**src/mplf_pkg.sv**
```systemverilog
// Types, codes and helpers for the mesh peer link state machine.
`default_nettype none
package mplf_pkg;

    localparam int OBUF_DEPTH = 4;
    localparam int OBUF_PTR_W = $clog2(OBUF_DEPTH);
    localparam int OBUF_CNT_W = $clog2(OBUF_DEPTH + 1);

    // command codes
    localparam logic CMD_FRAME  = 1'b0;
    localparam logic CMD_BEACON = 1'b1;

    // received frame kinds
    localparam logic [1:0] FK_OPEN    = 2'd0;
    localparam logic [1:0] FK_CONFIRM = 2'd1;
    localparam logic [1:0] FK_CLOSE   = 2'd2;
    localparam logic [1:0] FK_OTHER   = 2'd3;

    // sent frame kinds
    localparam logic [1:0] SEND_NONE    = 2'd0;
    localparam logic [1:0] SEND_OPEN    = 2'd1;
    localparam logic [1:0] SEND_CONFIRM = 2'd2;
    localparam logic [1:0] SEND_CLOSE   = 2'd3;

    // timer commands
    localparam logic [1:0] TM_LEAVE = 2'd0;
    localparam logic [1:0] TM_START = 2'd1;
    localparam logic [1:0] TM_STOP  = 2'd2;

    // close reasons
    localparam logic [1:0] RSN_NONE     = 2'd0;
    localparam logic [1:0] RSN_CLOSE    = 2'd1;
    localparam logic [1:0] RSN_MISMATCH = 2'd2;

    // link state codes as reported
    localparam logic [2:0] LS_LISTEN   = 3'd0;
    localparam logic [2:0] LS_OPN_SNT  = 3'd1;
    localparam logic [2:0] LS_OPN_RCVD = 3'd2;
    localparam logic [2:0] LS_CNF_RCVD = 3'd3;
    localparam logic [2:0] LS_ESTAB    = 3'd4;
    localparam logic [2:0] LS_HOLDING  = 3'd5;

    // configuration register indexes
    localparam logic [1:0] REG_MAX_LINKS = 2'd0;
    localparam logic [1:0] REG_RETRY     = 2'd1;
    localparam logic [1:0] REG_CONFIRM   = 2'd2;
    localparam logic [1:0] REG_HOLDING   = 2'd3;

    localparam logic [7:0]  MAX_LINKS_RST = 8'd99;
    localparam logic [15:0] TIMEOUT_RST   = 16'd100;

    typedef enum logic [5:0] {
        ST_LISTEN   = 6'b000001,
        ST_OPN_SNT  = 6'b000010,
        ST_OPN_RCVD = 6'b000100,
        ST_CNF_RCVD = 6'b001000,
        ST_ESTAB    = 6'b010000,
        ST_HOLDING  = 6'b100000
    } state_t;

    typedef enum logic [3:0] {
        EV_NONE, EV_OPN_ACPT, EV_OPN_RJCT, EV_OPN_IGNR, EV_CNF_ACPT,
        EV_CNF_RJCT, EV_CNF_IGNR, EV_CLS_ACPT, EV_CLS_IGNR
    } event_t;

    typedef struct packed {
        logic        command;
        logic [1:0]  frame_kind;
        logic        dest_multicast;
        logic [15:0] frame_sender_id;
        logic [15:0] frame_receiver_id;
        logic        profile_match;
        logic [7:0]  links_in_use;
        logic [15:0] fresh_local_id;
    } in_word_t;

    typedef struct packed {
        logic [1:0]  send_kind;
        logic [15:0] send_local_id;
        logic [15:0] send_peer_id;
        logic [1:0]  timer_action;
        logic [15:0] timer_value_ms;
        logic [2:0]  link_state;
        logic        peer_present;
        logic [1:0]  close_reason;
        logic        last;
    } out_word_t;

    typedef struct packed {
        logic [7:0]  max_peer_links;
        logic [15:0] retry_timeout_ms;
        logic [15:0] confirm_timeout_ms;
        logic [15:0] holding_timeout_ms;
    } cfg_t;

    typedef struct packed {
        logic        present;
        state_t      ls;
        logic [15:0] local_id;
        logic [15:0] peer_id;
        logic [1:0]  close_reason;
    } link_t;

    function automatic logic [2:0] state_code(state_t s);
        logic [2:0] c;
        unique case (s)
            ST_LISTEN:   c = LS_LISTEN;
            ST_OPN_SNT:  c = LS_OPN_SNT;
            ST_OPN_RCVD: c = LS_OPN_RCVD;
            ST_CNF_RCVD: c = LS_CNF_RCVD;
            ST_ESTAB:    c = LS_ESTAB;
            ST_HOLDING:  c = LS_HOLDING;
            default:     c = LS_LISTEN;
        endcase
        return c;
    endfunction

endpackage
`default_nettype wire

```
**src/mplf_core.sv**
```systemverilog
// Event classification and link state transition for one received word.
`default_nettype none
module mplf_core (
    input  mplf_pkg::in_word_t  in_word,
    input  mplf_pkg::cfg_t      cfg,
    input  mplf_pkg::link_t     cur,
    output mplf_pkg::link_t     nxt,
    output mplf_pkg::out_word_t res0,
    output mplf_pkg::out_word_t res1,
    output logic                two
);
    import mplf_pkg::*;

    event_t      ev;
    state_t      s_eff;
    logic        is_free;
    logic        prof_ok;
    logic        pid_bad;
    logic        reject;
    logic        to_hold;
    logic        is_beacon;
    logic        unknown_close;
    logic [1:0]  send;
    logic [1:0]  tact;
    logic [15:0] tval;
    logic [15:0] o_lid;
    logic [15:0] o_pid;
    logic [1:0]  o_rsn;
    logic [2:0]  o_ls;

    always_comb begin
        nxt           = cur;
        ev            = EV_NONE;
        send          = SEND_NONE;
        tact          = TM_LEAVE;
        tval          = '0;
        two           = 1'b0;
        to_hold       = 1'b0;
        is_beacon     = 1'b0;
        unknown_close = 1'b0;
        is_free = in_word.links_in_use < cfg.max_peer_links;
        prof_ok = (in_word.frame_kind == FK_CLOSE) || in_word.profile_match;
        pid_bad = (cur.peer_id != '0) && (cur.peer_id != in_word.frame_sender_id);

        if (in_word.command == CMD_BEACON) begin
            is_beacon   = 1'b1;
            nxt.present = 1'b1;
            if (cur.ls == ST_LISTEN) begin
                nxt.local_id = in_word.fresh_local_id;
                nxt.ls       = ST_OPN_SNT;
                send         = SEND_OPEN;
                tact         = TM_START;
                tval         = cfg.retry_timeout_ms;
            end
        end else if (in_word.dest_multicast || in_word.frame_kind == FK_OTHER) begin
            ev = EV_NONE;
        end else if (!cur.present) begin
            if (!prof_ok) begin
                unknown_close = 1'b1;
                send          = SEND_CLOSE;
            end else if (in_word.frame_kind == FK_OPEN && is_free) begin
                nxt.present      = 1'b1;
                nxt.ls           = ST_LISTEN;
                nxt.close_reason = RSN_NONE;
                nxt.peer_id      = '0;
                nxt.local_id     = '0;
                ev               = EV_OPN_ACPT;
            end
        end else if (in_word.frame_kind == FK_OPEN) begin
            priority if (!prof_ok)            ev = EV_OPN_RJCT;
            else if (!is_free || pid_bad)     ev = EV_OPN_IGNR;
            else                              ev = EV_OPN_ACPT;
        end else if (in_word.frame_kind == FK_CONFIRM) begin
            priority if (!prof_ok) ev = EV_CNF_RJCT;
            else if (!is_free || cur.local_id != in_word.frame_receiver_id || pid_bad)
                ev = EV_CNF_IGNR;
            else ev = EV_CNF_ACPT;
        end else begin
            priority if (cur.ls == ST_ESTAB) ev = EV_CLS_ACPT;
            else if (cur.peer_id != in_word.frame_sender_id) ev = EV_CLS_IGNR;
            else if (cur.local_id != '0 && cur.local_id != in_word.frame_receiver_id)
                ev = EV_CLS_IGNR;
            else ev = EV_CLS_ACPT;
        end

        if (ev == EV_OPN_ACPT) nxt.peer_id = in_word.frame_sender_id;
        if (ev == EV_CNF_ACPT && nxt.peer_id == '0) nxt.peer_id = in_word.frame_sender_id;

        reject = (ev == EV_OPN_RJCT) || (ev == EV_CNF_RJCT);
        s_eff  = nxt.ls;
        unique case (s_eff)
            ST_LISTEN: begin
                if (ev == EV_CLS_ACPT) begin
                    nxt.ls           = ST_LISTEN;
                    nxt.close_reason = RSN_NONE;
                    nxt.peer_id      = '0;
                    nxt.local_id     = '0;
                end else if (ev == EV_OPN_ACPT) begin
                    nxt.ls       = ST_OPN_RCVD;
                    nxt.local_id = in_word.fresh_local_id;
                    tact         = TM_START;
                    tval         = cfg.retry_timeout_ms;
                    send         = SEND_OPEN;
                    two          = 1'b1;
                end
            end
            ST_OPN_SNT: begin
                if (reject || ev == EV_CLS_ACPT) to_hold = 1'b1;
                else if (ev == EV_OPN_ACPT) begin
                    nxt.ls = ST_OPN_RCVD;
                    send   = SEND_CONFIRM;
                end else if (ev == EV_CNF_ACPT) begin
                    nxt.ls = ST_CNF_RCVD;
                    tact   = TM_START;
                    tval   = cfg.confirm_timeout_ms;
                end
            end
            ST_OPN_RCVD: begin
                if (reject || ev == EV_CLS_ACPT) to_hold = 1'b1;
                else if (ev == EV_OPN_ACPT) send = SEND_CONFIRM;
                else if (ev == EV_CNF_ACPT) begin
                    tact   = TM_STOP;
                    nxt.ls = ST_ESTAB;
                end
            end
            ST_CNF_RCVD: begin
                if (reject || ev == EV_CLS_ACPT) to_hold = 1'b1;
                else if (ev == EV_OPN_ACPT) begin
                    tact   = TM_STOP;
                    nxt.ls = ST_ESTAB;
                    send   = SEND_CONFIRM;
                end
            end
            ST_ESTAB: begin
                if (ev == EV_CLS_ACPT) to_hold = 1'b1;
                else if (ev == EV_OPN_ACPT) send = SEND_CONFIRM;
            end
            ST_HOLDING: begin
                if (ev == EV_CLS_ACPT) begin
                    tact             = TM_STOP;
                    nxt.ls           = ST_LISTEN;
                    nxt.close_reason = RSN_NONE;
                    nxt.peer_id      = '0;
                    nxt.local_id     = '0;
                end else if (ev == EV_OPN_ACPT || ev == EV_CNF_ACPT || reject) begin
                    send = SEND_CLOSE;
                end
            end
            default: begin
            end
        endcase

        if (to_hold) begin
            nxt.ls           = ST_HOLDING;
            nxt.close_reason = (ev == EV_CLS_ACPT) ? RSN_CLOSE : RSN_MISMATCH;
            tact             = TM_START;
            tval             = cfg.holding_timeout_ms;
            send             = SEND_CLOSE;
        end
    end

    // ids carried in the sent frame, zero when nothing is sent
    always_comb begin
        priority if (is_beacon) begin
            o_lid = nxt.local_id;
            o_pid = '0;
        end else if (unknown_close) begin
            o_lid = '0;
            o_pid = in_word.frame_sender_id;
        end else begin
            o_lid = nxt.local_id;
            o_pid = nxt.peer_id;
        end
    end

    assign o_rsn = unknown_close ? RSN_MISMATCH : nxt.close_reason;
    assign o_ls  = state_code(nxt.ls);

    always_comb begin
        res0.send_kind      = send;
        res0.send_local_id  = (send != SEND_NONE) ? o_lid : '0;
        res0.send_peer_id   = (send != SEND_NONE) ? o_pid : '0;
        res0.timer_action   = tact;
        res0.timer_value_ms = (tact == TM_START) ? tval : '0;
        res0.link_state     = o_ls;
        res0.peer_present   = nxt.present;
        res0.close_reason   = o_rsn;
        res0.last           = !two;

        res1.send_kind      = SEND_CONFIRM;
        res1.send_local_id  = nxt.local_id;
        res1.send_peer_id   = nxt.peer_id;
        res1.timer_action   = TM_LEAVE;
        res1.timer_value_ms = '0;
        res1.link_state     = o_ls;
        res1.peer_present   = nxt.present;
        res1.close_reason   = nxt.close_reason;
        res1.last           = 1'b1;
    end

endmodule
`default_nettype wire

```
**src/mplf_out_fifo.sv**
```systemverilog
// Small result queue that takes one or two words per push.
`default_nettype none
module mplf_out_fifo (
    input  logic                aclk,
    input  logic                aresetn,
    input  logic                push0,
    input  logic                push1,
    input  mplf_pkg::out_word_t din0,
    input  mplf_pkg::out_word_t din1,
    output logic                room2,
    output logic                m_valid,
    input  logic                m_ready,
    output mplf_pkg::out_word_t m_data
);
    import mplf_pkg::*;

    out_word_t               mem_reg [OBUF_DEPTH];
    logic [OBUF_PTR_W-1:0]   wr_ptr_reg, wr_ptr_next;
    logic [OBUF_PTR_W-1:0]   rd_ptr_reg, rd_ptr_next;
    logic [OBUF_CNT_W-1:0]   cnt_reg, cnt_next;
    logic [OBUF_PTR_W-1:0]   wr_ptr_p1;
    logic                    pop;

    assign pop       = m_valid && m_ready;
    assign m_valid   = cnt_reg != '0;
    assign m_data    = mem_reg[rd_ptr_reg];
    assign room2     = cnt_reg <= OBUF_CNT_W'(OBUF_DEPTH - 2);
    assign wr_ptr_p1 = wr_ptr_reg + 1'b1;

    always_comb begin
        wr_ptr_next = wr_ptr_reg;
        if (push0 && push1) wr_ptr_next = wr_ptr_reg + 2'(2);
        else if (push0)     wr_ptr_next = wr_ptr_p1;
        rd_ptr_next = pop ? rd_ptr_reg + 1'b1 : rd_ptr_reg;
        cnt_next    = cnt_reg + OBUF_CNT_W'(push0) + OBUF_CNT_W'(push1)
                      - OBUF_CNT_W'(pop);
    end

    always_ff @(posedge aclk) begin
        if (!aresetn) begin
            wr_ptr_reg <= '0;
            rd_ptr_reg <= '0;
            cnt_reg    <= '0;
        end else begin
            wr_ptr_reg <= wr_ptr_next;
            rd_ptr_reg <= rd_ptr_next;
            cnt_reg    <= cnt_next;
        end
    end

    always_ff @(posedge aclk) begin
        if (push0) mem_reg[wr_ptr_reg] <= din0;
        if (push1) mem_reg[wr_ptr_p1]  <= din1;
    end

endmodule
`default_nettype wire

```
**src/mesh_peer_link_fsm.sv**
```systemverilog
// Top level of the per-neighbor mesh peering link state machine.
//
//   channel | ports                      | handshake    | word
//   --------+----------------------------+--------------+-----------------
//   input   | s_valid s_ready s_data     | valid/ready  | in_word_t
//   result  | m_valid m_ready m_data     | valid/ready  | out_word_t
//   config  | cfg_we cfg_index cfg_wdata | write enable | 16-bit data
//
// One input word per cycle while each word gives one result and m_ready stays high.
// An accepted word sits in the input register; classify/transition then updates the
// link state and pushes one or two result words into a 4-deep queue whose head is
// m_data. A word leaves the input register only with room for two in the queue; a
// stalled m side fills the queue and drops s_ready. Sync reset restores link, queue
// and config defaults.
`default_nettype none
module mesh_peer_link_fsm (
    input  logic                aclk,
    input  logic                aresetn,
    input  logic                s_valid,
    output logic                s_ready,
    input  mplf_pkg::in_word_t  s_data,
    output logic                m_valid,
    input  logic                m_ready,
    output mplf_pkg::out_word_t m_data,
    input  logic                cfg_we,
    input  logic [1:0]          cfg_index,
    input  logic [15:0]         cfg_wdata
);
    import mplf_pkg::*;

    // configuration registers
    cfg_t      cfg_reg;

    // input register
    logic      in_valid_reg;
    in_word_t  in_data_reg;

    // per-peer link state
    link_t     link_reg;
    link_t     link_next;

    out_word_t res0;
    out_word_t res1;
    logic      two;
    logic      room2;
    logic      fire;

    // process the held word when the queue can take a pair
    assign fire    = in_valid_reg && room2;
    assign s_ready = !in_valid_reg || fire;

    always_ff @(posedge aclk) begin
        if (!aresetn) begin
            cfg_reg.max_peer_links     <= MAX_LINKS_RST;
            cfg_reg.retry_timeout_ms   <= TIMEOUT_RST;
            cfg_reg.confirm_timeout_ms <= TIMEOUT_RST;
            cfg_reg.holding_timeout_ms <= TIMEOUT_RST;
        end else if (cfg_we) begin
            unique case (cfg_index)
                REG_MAX_LINKS: cfg_reg.max_peer_links     <= cfg_wdata[7:0];
                REG_RETRY:     cfg_reg.retry_timeout_ms   <= cfg_wdata;
                REG_CONFIRM:   cfg_reg.confirm_timeout_ms <= cfg_wdata;
                REG_HOLDING:   cfg_reg.holding_timeout_ms <= cfg_wdata;
                default: begin
                end
            endcase
        end
    end

    always_ff @(posedge aclk) begin
        if (!aresetn) begin
            in_valid_reg <= 1'b0;
        end else if (s_ready) begin
            in_valid_reg <= s_valid;
        end
    end

    always_ff @(posedge aclk) begin
        if (s_ready && s_valid) in_data_reg <= s_data;
    end

    always_ff @(posedge aclk) begin
        if (!aresetn) begin
            link_reg.present      <= 1'b0;
            link_reg.ls           <= ST_LISTEN;
            link_reg.local_id     <= '0;
            link_reg.peer_id      <= '0;
            link_reg.close_reason <= RSN_NONE;
        end else if (fire) begin
            link_reg <= link_next;
        end
    end

    mplf_core u_core (
        .in_word (in_data_reg),
        .cfg     (cfg_reg),
        .cur     (link_reg),
        .nxt     (link_next),
        .res0    (res0),
        .res1    (res1),
        .two     (two)
    );

    // second word of a pair is the follow-up confirm
    mplf_out_fifo u_obuf (
        .aclk    (aclk),
        .aresetn (aresetn),
        .push0   (fire),
        .push1   (fire && two),
        .din0    (res0),
        .din1    (res1),
        .room2   (room2),
        .m_valid (m_valid),
        .m_ready (m_ready),
        .m_data  (m_data)
    );

endmodule
`default_nettype wire

```
**config.mk**
```make
export PLATFORM = sky130hd
export DESIGN_NAME = mesh_peer_link_fsm
export DESIGN_NICKNAME = d
export VERILOG_FILES = /design/src/mplf_pkg.sv /design/src/mplf_core.sv /design/src/mplf_out_fifo.sv /design/src/mesh_peer_link_fsm.sv
export SDC_FILE = /design/constraint.sdc
export NUM_CORES = 1
export LEC_CHECK = 0
export ABC_AREA = 1
export BUFFER_PORTS_ARGS = -buffer_cell sky130_fd_sc_hd__buf_2
export CAP_MARGIN = 5
export CELL_PAD_IN_SITES_DETAIL_PLACEMENT = 2
export CELL_PAD_IN_SITES_GLOBAL_PLACEMENT = 2
export CORE_MARGIN = 3
export CORE_UTILIZATION = 36
export DETAILED_ROUTE_END_ITERATION = 7
export HOLD_SLACK_MARGIN = 0.08
export PLACE_DENSITY_LB_ADDON = 0.15
export SETUP_SLACK_MARGIN = 0.1
export SLEW_MARGIN = 20
export SYNTH_ARGS = -nofsm -noshare
export SYNTH_HDL_FRONTEND = slang
export SYNTH_SLANG_ARGS = --single-unit
```
**constraint.sdc**
```tcl
create_clock -name aclk -period 5 [get_ports aclk]
set_input_delay 0.75 -clock aclk [delete_from_list [all_inputs] [get_ports aclk]]
set_output_delay 0.75 -clock aclk [all_outputs]
set_load 0.005 [all_outputs]
```
Word-level counts from Yosys, hierarchy flattened --
Memory sizes are Yosys's and may differ from the RTL's. A register that Yosys moved wholly into a read port is not among the register bits. Cells that the tools add are included. W data, S select, Z words.
Operators by class: $add $sub $neg 6, order comparisons 2, equality and inequality tests 27, multiplexer cells 105, reductions and logical operators 35
Operators with widths (number):
- $mux W16 | 17
- $mux W41 | 4
- $mux W2 | 34
- $pmux W34 S2 | 1
- $mux W22 | 3
- $mux W6 | 9
- $mux W4 | 11
- $mux W40 | 1
- $mux W18 | 2
- $ne A16 B16 Y1 | 2
- $pmux W16 S2 | 1
- $reduce_bool A16 Y1 | 2
- $pmux W6 S5 | 1
- $mux W23 | 1
- $eq A6 B5 Y1 const B | 3
- $logic_not A16 Y1 | 1
- $mux W1 | 16
- $pmux W3 S5 | 1
- $eq A4 B3 Y1 const B | 3
- $eq A6 B1 Y1 const B | 2
- $eq A6 B2 Y1 const B | 2
- $eq A6 B3 Y1 const B | 2
- $eq A6 B4 Y1 const B | 2
- $eq A6 B6 Y1 const B | 2
- other kinds (21) | 52
Storage, ports and cells: register bits after elaboration 166, bits in writable memories 236, input bits 84, output and inout bits 61, word-level logic and storage cells 197, memories 1
Memories:
- u_obuf.mem_reg | words 4, width 59, rd ports 1, clocked after Yosys merged registers in 1, write ports 2, RTL line mplf_out_fifo.sv:17 | out_word_t mem_reg [OBUF_DEPTH];

Logic depth before layout (Yosys ltp) --
Gate-level depths: netlist of run 1.
depth in word-level cells 21, mapped depth 28, gate-level depth less buffers 27

Modules after synthesis --
Synthesis of run 1 repeated with hierarchy kept, for this count alone.
Second synthesis, totals: cells, all modules 2768, area total of the unflattened synthesis 22028.6 um2
Modules (own cells, without submodules):
- mplf_out_fifo | instances 1, cells each 1221, area an instance 11823.8 um2, sequential area each 7267.0 um2
- mesh_peer_link_fsm | instances 1, cells each 588, area an instance 5564.1 um2, sequential area each 3793.6 um2
- mplf_core | instances 1, cells each 959, area an instance 4640.7 um2, sequential area each 0.0 um2

Least setup slack after synthesis of run 1 --
No wires, ideal clock.
path kind reg2reg, start point reg in_data_reg[21] in the netlist's numbering, end point mem u_obuf.mem_reg[1][47] in the netlist's numbering (data pin), setup time 0.140 ns, data arrival time 4.002 ns, path slack 0.857 ns, stages on the path, launching flop included 21, clock period less this slack 4.143 ns, path through edfxtp_1 -> ha_1 -> a21oi_1 -> nor2_1 -> nor3_1 -> nand2_1 -> nor2_1 -> nand3_1 -> buf_2 -> nand2_1 -> nand2_1 -> inv_1 -> nand4_1 -> nor2_1 -> inv_2 -> nor2_2 -> inv_1 -> nand2_1 -> nand3_1 -> buf_2 -> nor2_1
RTL lines:
- from (decl) | RTL line mesh_peer_link_fsm.sv:36 | in_word_t in_data_reg;
- from (signal assigned) | RTL line mesh_peer_link_fsm.sv:79 | if (s_ready && s_valid) in_data_reg <= s_data;
- to (decl) | RTL line mplf_out_fifo.sv:17

==> results of run 1 <==
## per-stage QoR
step | util, % | power, mW | hold WS, ns | instance area [um^2]
2_1_floorplan | - | 6.15 | 0.423 | 19800
3_3_place_gp | 39.4 | 7.44 | 0.434 | 21300
3_5_place_dp | 39.4 | 7.63 | 0.446 | 21300
4_1_cts | 42.2 | 11.2 | 0.298 | 22800
5_1_grt | 42.2 | 11.7 | 0.301 | 22800
6_report | 42.2 | 11.1 | 0.334 | 22800
## placed cells by master (no fill, tap or decap), types with 12 or more instances in the layout
master     synthesis  layout
a21oi_1          142     142
a31oi_1           13      13
buf_2             16     144
buf_4              2      62
clkbuf_1         118      15
clkbuf_16          0      50
dfxtp_1          191     189
edfxtp_1         213     213
ha_1              16      16
inv_1            187     184
inv_2             29      32
nand2_1          513     511
nand3_1          125     125
nand3_2           12      12
nand4_1           91      91
nor2_1           330     329
o211ai_1          14      14
o21ai_0          304     304
o22ai_1           64      64
## area by class of cell
cell class | count | area [um^2]
fill | 6112 | 31200
sequential | 404 | 10200
multi-input combinational | 1703 | 8160
clock buffer | 71 | 1390
timing repair buffer | 207 | 1210
tap | 696 | 871
inverter | 219 | 823
clock inverter | 18 | 145
antenna | 1 | 2.50
## critical path, cell delays in order (launching register included)
cell	delay [ns]
edfxtp_1	0.51
xnor2_1	0.31
nand2_1	0.10
nor2_1	0.13
nand2_1	0.06
nor2_1	0.23
nand2_1	0.12
nand2_2	0.10
nand3_2	0.42
nand3_4	0.26
buf_4	0.34
nor2_1	0.13
inv_2	0.22
nand2_1	0.13
nor4_4	0.41
nand2_2	0.20
buf_4	0.40
nand3_1	0.22
nand2_1	0.07
## routing by layer
layer | vias to the layer above | wire length (um)
li1 | 8627 | -
met1 | 9603 | 36100
met2 | 405 | 38100
met3 | 125 | 3370
met4 | 0 | 2130
met5 | - | 0
## worst paths after layout
path	end	slack, ns	cells past startpoint
min	in_data_reg[16]	0.33	1
max	u_obuf.mem_reg[1][35]	0.33	18
max reg2reg	u_obuf.mem_reg[1][35]	0.33	18
min reg2reg	u_obuf.mem_reg[2][23]	0.46	2
## power by group through the flow
stage	Sequential (mW)	Combinational (mW)	Clock, mW
final	4.11	3.51	3.48
after global routing	4.15	3.88	3.69
after CTS	4.11	3.51	3.55
after global placement	4.15	3.29	0
after detailed placement	4.17	3.46	0
after floorplan	4.02	2.13	0
## cells by family after synthesis
logic type | after synthesis
AO/OA/AOI/OAI | 567
XOR/XNOR | 3
adder cells (fa/ha/maj) | 18
buffers and inverters | 360
flip-flops | 404
AND/OR/NAND/NOR | 1115
## synth_stat cells, types with 2 or more instances
cell type	count
a21oi_1	142
a31oi_1	13
a32oi_1	8
and2_1	2
buf_1	3
buf_2	16
buf_4	2
buf_6	2
clkbuf_1	118
clkinv_1	3
dfxtp_1	191
edfxtp_1	213
fa_1	2
ha_1	16
inv_1	187
inv_2	29
nand2_1	513
nand2_2	5
nand2_4	10
nand3_1	125
nand3_2	12
nand4_1	91
nor2_1	330
nor2_2	5
nor2_4	3
nor3_1	11
nor3_2	2
nor4_1	4
o211ai_1	14
o21ai_0	304
o21ai_1	11
o22ai_1	64
o32ai_1	4
xnor2_1	2
==> results.yml, run 1 <==
floorplan:
  die_w_um: 240
  io_pins: 145
  fp-row-count: 85
  core_um2: 54000
  initial_core_util_pct: 36.6
  dieArea_um2: 57700
  die_h_um: 240
placed_design:
  place_inst: 3229
  dp_slack_ns: 0.456
  place_congestion: 0.869
  port_buffers: 144
  dp.final_hpwl_mm: 53.8
grt:
  grt_pass1_vias: 20100
  grt_use_met1_pct: 37.1
  grt_first_pass_wirelength_mm: 122
  grt_max_degree: 79
  grt_usage_pct: 27.4
  use_met2_pct: 46.0
  top_usage_layer: "met2"
  met3_usage_pct: 3.58
  antenna_found_initial: 5
  grt_overflow: 0
timing:
  min_period_ns: 4.67
  setup_viol: 0
  max_slew_margin_pct: 29.4
  tightest_slew_ns: 1.05
  finalWorstSetupSlack_ns: 0.330
  slew_violations: 0
  rsz0062_at_grt: "false"
  timing.final.crit_share_pct: 93.4
  final.setup_skew_ns: 0.0255
  fin_tns_setup_ns: 0
  max_freq_mhz: 214
  hold_viol_final: 0
yosys:
  synth_nets: 2569
  synth-simple-area-share_pct: 24.5
  syn_inst: 2467
  yosysUniqueCellTypes: 44
  async_flop_share_pct: 0
  synth_top_cell_by_area: "edfxtp_1"
  synth_xor_area_share_pct: 0.133
  ys_seq_elements: 404
  synth_top_family_by_area: "simple AND/OR/NAND/NOR gates"
  synth-main-ff-cell: "edfxtp_1"
  synth-compound-area-share_pct: 15.4
  syn_area_um2: 19800
  avgSynthCellArea_um2: 8.01
  synth_edf_count: 213
  yosysWarningCount: 0
  synth_fa_ha_area_share_pct: 1.22
  synthTopCellsByArea: "edfxtp_1 32%, dfxtp_1 19%, nand2_1 9.7%"
  yosysSeqAreaShare_pct: 51.7
  synth_top_area_share_pct: 32.4
  synthMuxAreaShare_pct: 0
clocking:
  insertion_delay_ns: 0.60
  cts_tree: "built"
  ctsResizeCount: 0
  htreeDepth: 2
  clk_pin_slew_ns: 0.06
  cts_inserted_buffers: 48
  cts_root_buffer: "clkbuf_16"
  clock_path_buffers: 3
  post_cts_buffers: 0
  postCtsHoldBufs: 0
  clock-sinks: 404
worst_setup_path:
  worstSetupPathType: "reg -> reg"
  reg2reg_from: "in_data_reg[53]"
  critPathCaptureType: "flop"
  worstSetupStartpointType: "flop"
  crit_fanout: 64
  arrival_ns: 5.01
  critPathLaunch: "in_data_reg[53]"
  cp.required_ns: 5.34
drt:
  via_per_inst: 5.65
  drc: 0
  post_drt_wl_per_cell_um: 24.0
  antenna_left: 0
  num_vias: 18800
  wirelength_mm: 79.7
  dr.pass1.iters: 5
  drt-initial-drc-count: 1220
power:
  p_int_mw: 6.83
  powerDensity_nw_per_um2: 487
  peakVddDrop_uv: 246
  leakage_nw: 9.52
  power_frac_clock_pct: 31.4
  pwr-share-comb_pct: 31.6
  power_switching_mw: 4.28
  p_seq_share_pct: 37.0
  p_sw_share_pct: 38.5
finish:
  largest_register_ffs: 236
  drive_above_1_share_pct: 13.5
  syn_to_final_growth_pct: 15.5
  nNetsFinal: 2685
  fin_cells: 3319
hold_path:
  worstHoldStart: "s_data[16]"
  hold_class: "in -> reg"
run:
  cap_violations: 0
status:
  outcome: "complete, no violations"
Note: power is estimated with default switching activity, not from simulation.
==> run 2, diff against run 1 <==
--- a/config.mk
+++ b/config.mk
@@ -11,7 +11,8 @@
 export CELL_PAD_IN_SITES_DETAIL_PLACEMENT = 2
 export CELL_PAD_IN_SITES_GLOBAL_PLACEMENT = 2
 export CORE_MARGIN = 3
-export CORE_UTILIZATION = 36
+export CORE_UTILIZATION = 38
+export CTS_BUF_LIST = sky130_fd_sc_hd__clkbuf_4 sky130_fd_sc_hd__clkbuf_8
 export DETAILED_ROUTE_END_ITERATION = 7
 export HOLD_SLACK_MARGIN = 0.08
 export PLACE_DENSITY_LB_ADDON = 0.15
==> run 2 against run 1 <==
Effect of this change:
- register-to-register slack improved by 0.06 ns
- maximum frequency increased by 1.3%
- final cell count up 0.72%
- clock skew up 0.021 ns
- count of clock-buffer cells in the layout grew 38
- critical path type unchanged
- critical endpoint is now u_obuf.mem_reg[2][37]
==> results.yml, run 2 (synthesis results as in run 1) <==
worst_setup_path:
  worstSetupStartpointType: "flop"
  worstSetupPathType: "reg -> reg"
  critPathCaptureType: "flop"
  crit_fanout: 28
  arrival_ns: 5.04
  cp.required_ns: 5.43
finish:
  drive_above_1_share_pct: 15.6
  mostFrequentLayoutCells: "511 x nand2_1, 329 x nor2_1, 304 x o21ai_0"
  nNetsFinal: 2711
  syn_to_final_growth_pct: 15.6
  largest_register_ffs: 236
  fillers: 5770
  fin_cells: 3343
  utilization_pct: 45.0
  final_common_cell: "nand2_1"
timing:
  final.setup_skew_ns: 0.0464
  setup_viol: 0
  min_period_ns: 4.61
  timing.final.crit_share_pct: 92.2
  slew_violations: 0
  hold_viol_final: 0
  fin_tns_setup_ns: 0
  rsz0062_at_grt: "true"
  max_freq_mhz: 217
  finalWorstSetupSlack_ns: 0.391
  max_slew_margin_pct: 28.3
  tightest_slew_ns: 1.07
floorplan:
  initial_core_util_pct: 38.9
  die_w_um: 234
  fp-row-count: 82
  core_um2: 50800
  dieArea_um2: 54800
  io_pins: 145
  die_h_um: 234
clocking:
  clock_path_buffers: 3
  htreeDepth: 3
  cts_tree: "built"
  insertion_delay_ns: 0.69
  clk_pin_slew_ns: 0.06
  cts_root_buffer: "clkbuf_8"
  clock-sinks: 404
  cts_inserted_buffers: 74
placed_design:
  place_congestion: 0.937
  dp_slack_ns: 0.380
  port_buffers: 144
  dp.final_hpwl_mm: 54.1
  place_inst: 3204
drt:
  wirelength_mm: 80.5
  antenna_left: 0
  post_drt_wl_per_cell_um: 24.1
  drt-initial-drc-count: 1375
  num_vias: 19100
  dr.pass1.iters: 5
  via_per_inst: 5.71
  drc: 0
grt:
  grt_overflow: 0
  grt_first_pass_wirelength_mm: 123
  antenna_found_initial: 7
  grt_max_degree: 79
  grt_pass1_vias: 20700
  grt_usage_pct: 29.2
power:
  leakage_nw: 9.58
  powerDensity_nw_per_um2: 481
  peakVddDrop_uv: 195
run:
  cap_violations: 0
hold_path:
  hold_class: "in -> reg"
status:
  outcome: "complete, no violations"
==> run 2: cell types whose count changed in the layout (fill, tap and decap cells not counted), sizes merged <==
cell	previous run	this run
clkbuf	71	109
clkinv	16	19
clkinvlp	1	4
diode	1	4
inv	218	219
==> run 2: final timing paths <==
kind	startpoint	endpoint	slack, ns	cells after the start
setup reg to reg	in_data_reg[60]	u_obuf.mem_reg[2][37]	0.39	15
setup / recovery	in_data_reg[60]	u_obuf.mem_reg[2][37]	0.39	15
hold reg to reg	u_obuf.mem_reg[1][13]	u_obuf.mem_reg[1][13]	0.45	2
hold / removal	s_data[44]	in_data_reg[44]	0.24	1
==> run 2: stage by stage <==
step | power [mW] | hold slack [ns] | area (um^2)
final | 11.0 | 0.238 | 22800
after CTS | 11.0 | 0.184 | 22800
after detailed placement | 7.65 | 0.443 | 21300
after floorplan | 6.15 | 0.423 | 19800
after global placement | 7.46 | 0.433 | 21300
after global routing | 11.6 | 0.206 | 22800
==> run 2: repair_timing <==
action | CTS | global route
hold buffers | 0 | 0
setup buffers | 0 | 1
endpoints found under the setup margin | 0 | 159
gates resized for setup | 0 | 11
==> run 2: report_power, final <==
group,total (mW),leakage [nW],internal (mW),switching (mW)
Clock,3.29,0.795,1.81,1.48
Combinational,3.58,5.25,1.01,2.57
Sequential,4.11,3.54,3.83,0.288
Total,11.0,9.58,6.64,4.34
==> run 2: final cells by class <==
cell class	count	area [um^2]	share of cell area, %
Antenna cell	4	10.0	0.0438
Tap cell	672	841	3.68
Multi-Input combinational cell	1703	8210	35.9
Timing Repair Buffer	207	1230	5.39
Sequential cell	404	10200	44.8
Clock buffer	109	1330	5.80
Inverter	219	827	3.62
Clock inverter	25	181	0.794
==> run 2: worst max-delay path, cell delays in order (launching register included) <==
cell and delay, ns:
edfxtp_1 0.73, nor3_1 0.53, nand2_1 0.56, nand3_4 0.54, inv_1 0.19, nand2_1 0.11
nand2_1 0.13, inv_1 0.14, nand2_1 0.10, nor2_4 0.15, buf_4 0.28, nand3_1 0.35
nand4_1 0.20, nand2_1 0.14, nand3_1 0.13, nand2_1 0.07
==> run 2: per-layer routing <==
layer,GRT usage [%],wire length (um)
met3,4.49,4120
met2,49.8,39300
met5,0,0
met4,8.70,1840
met1,38.4,35200
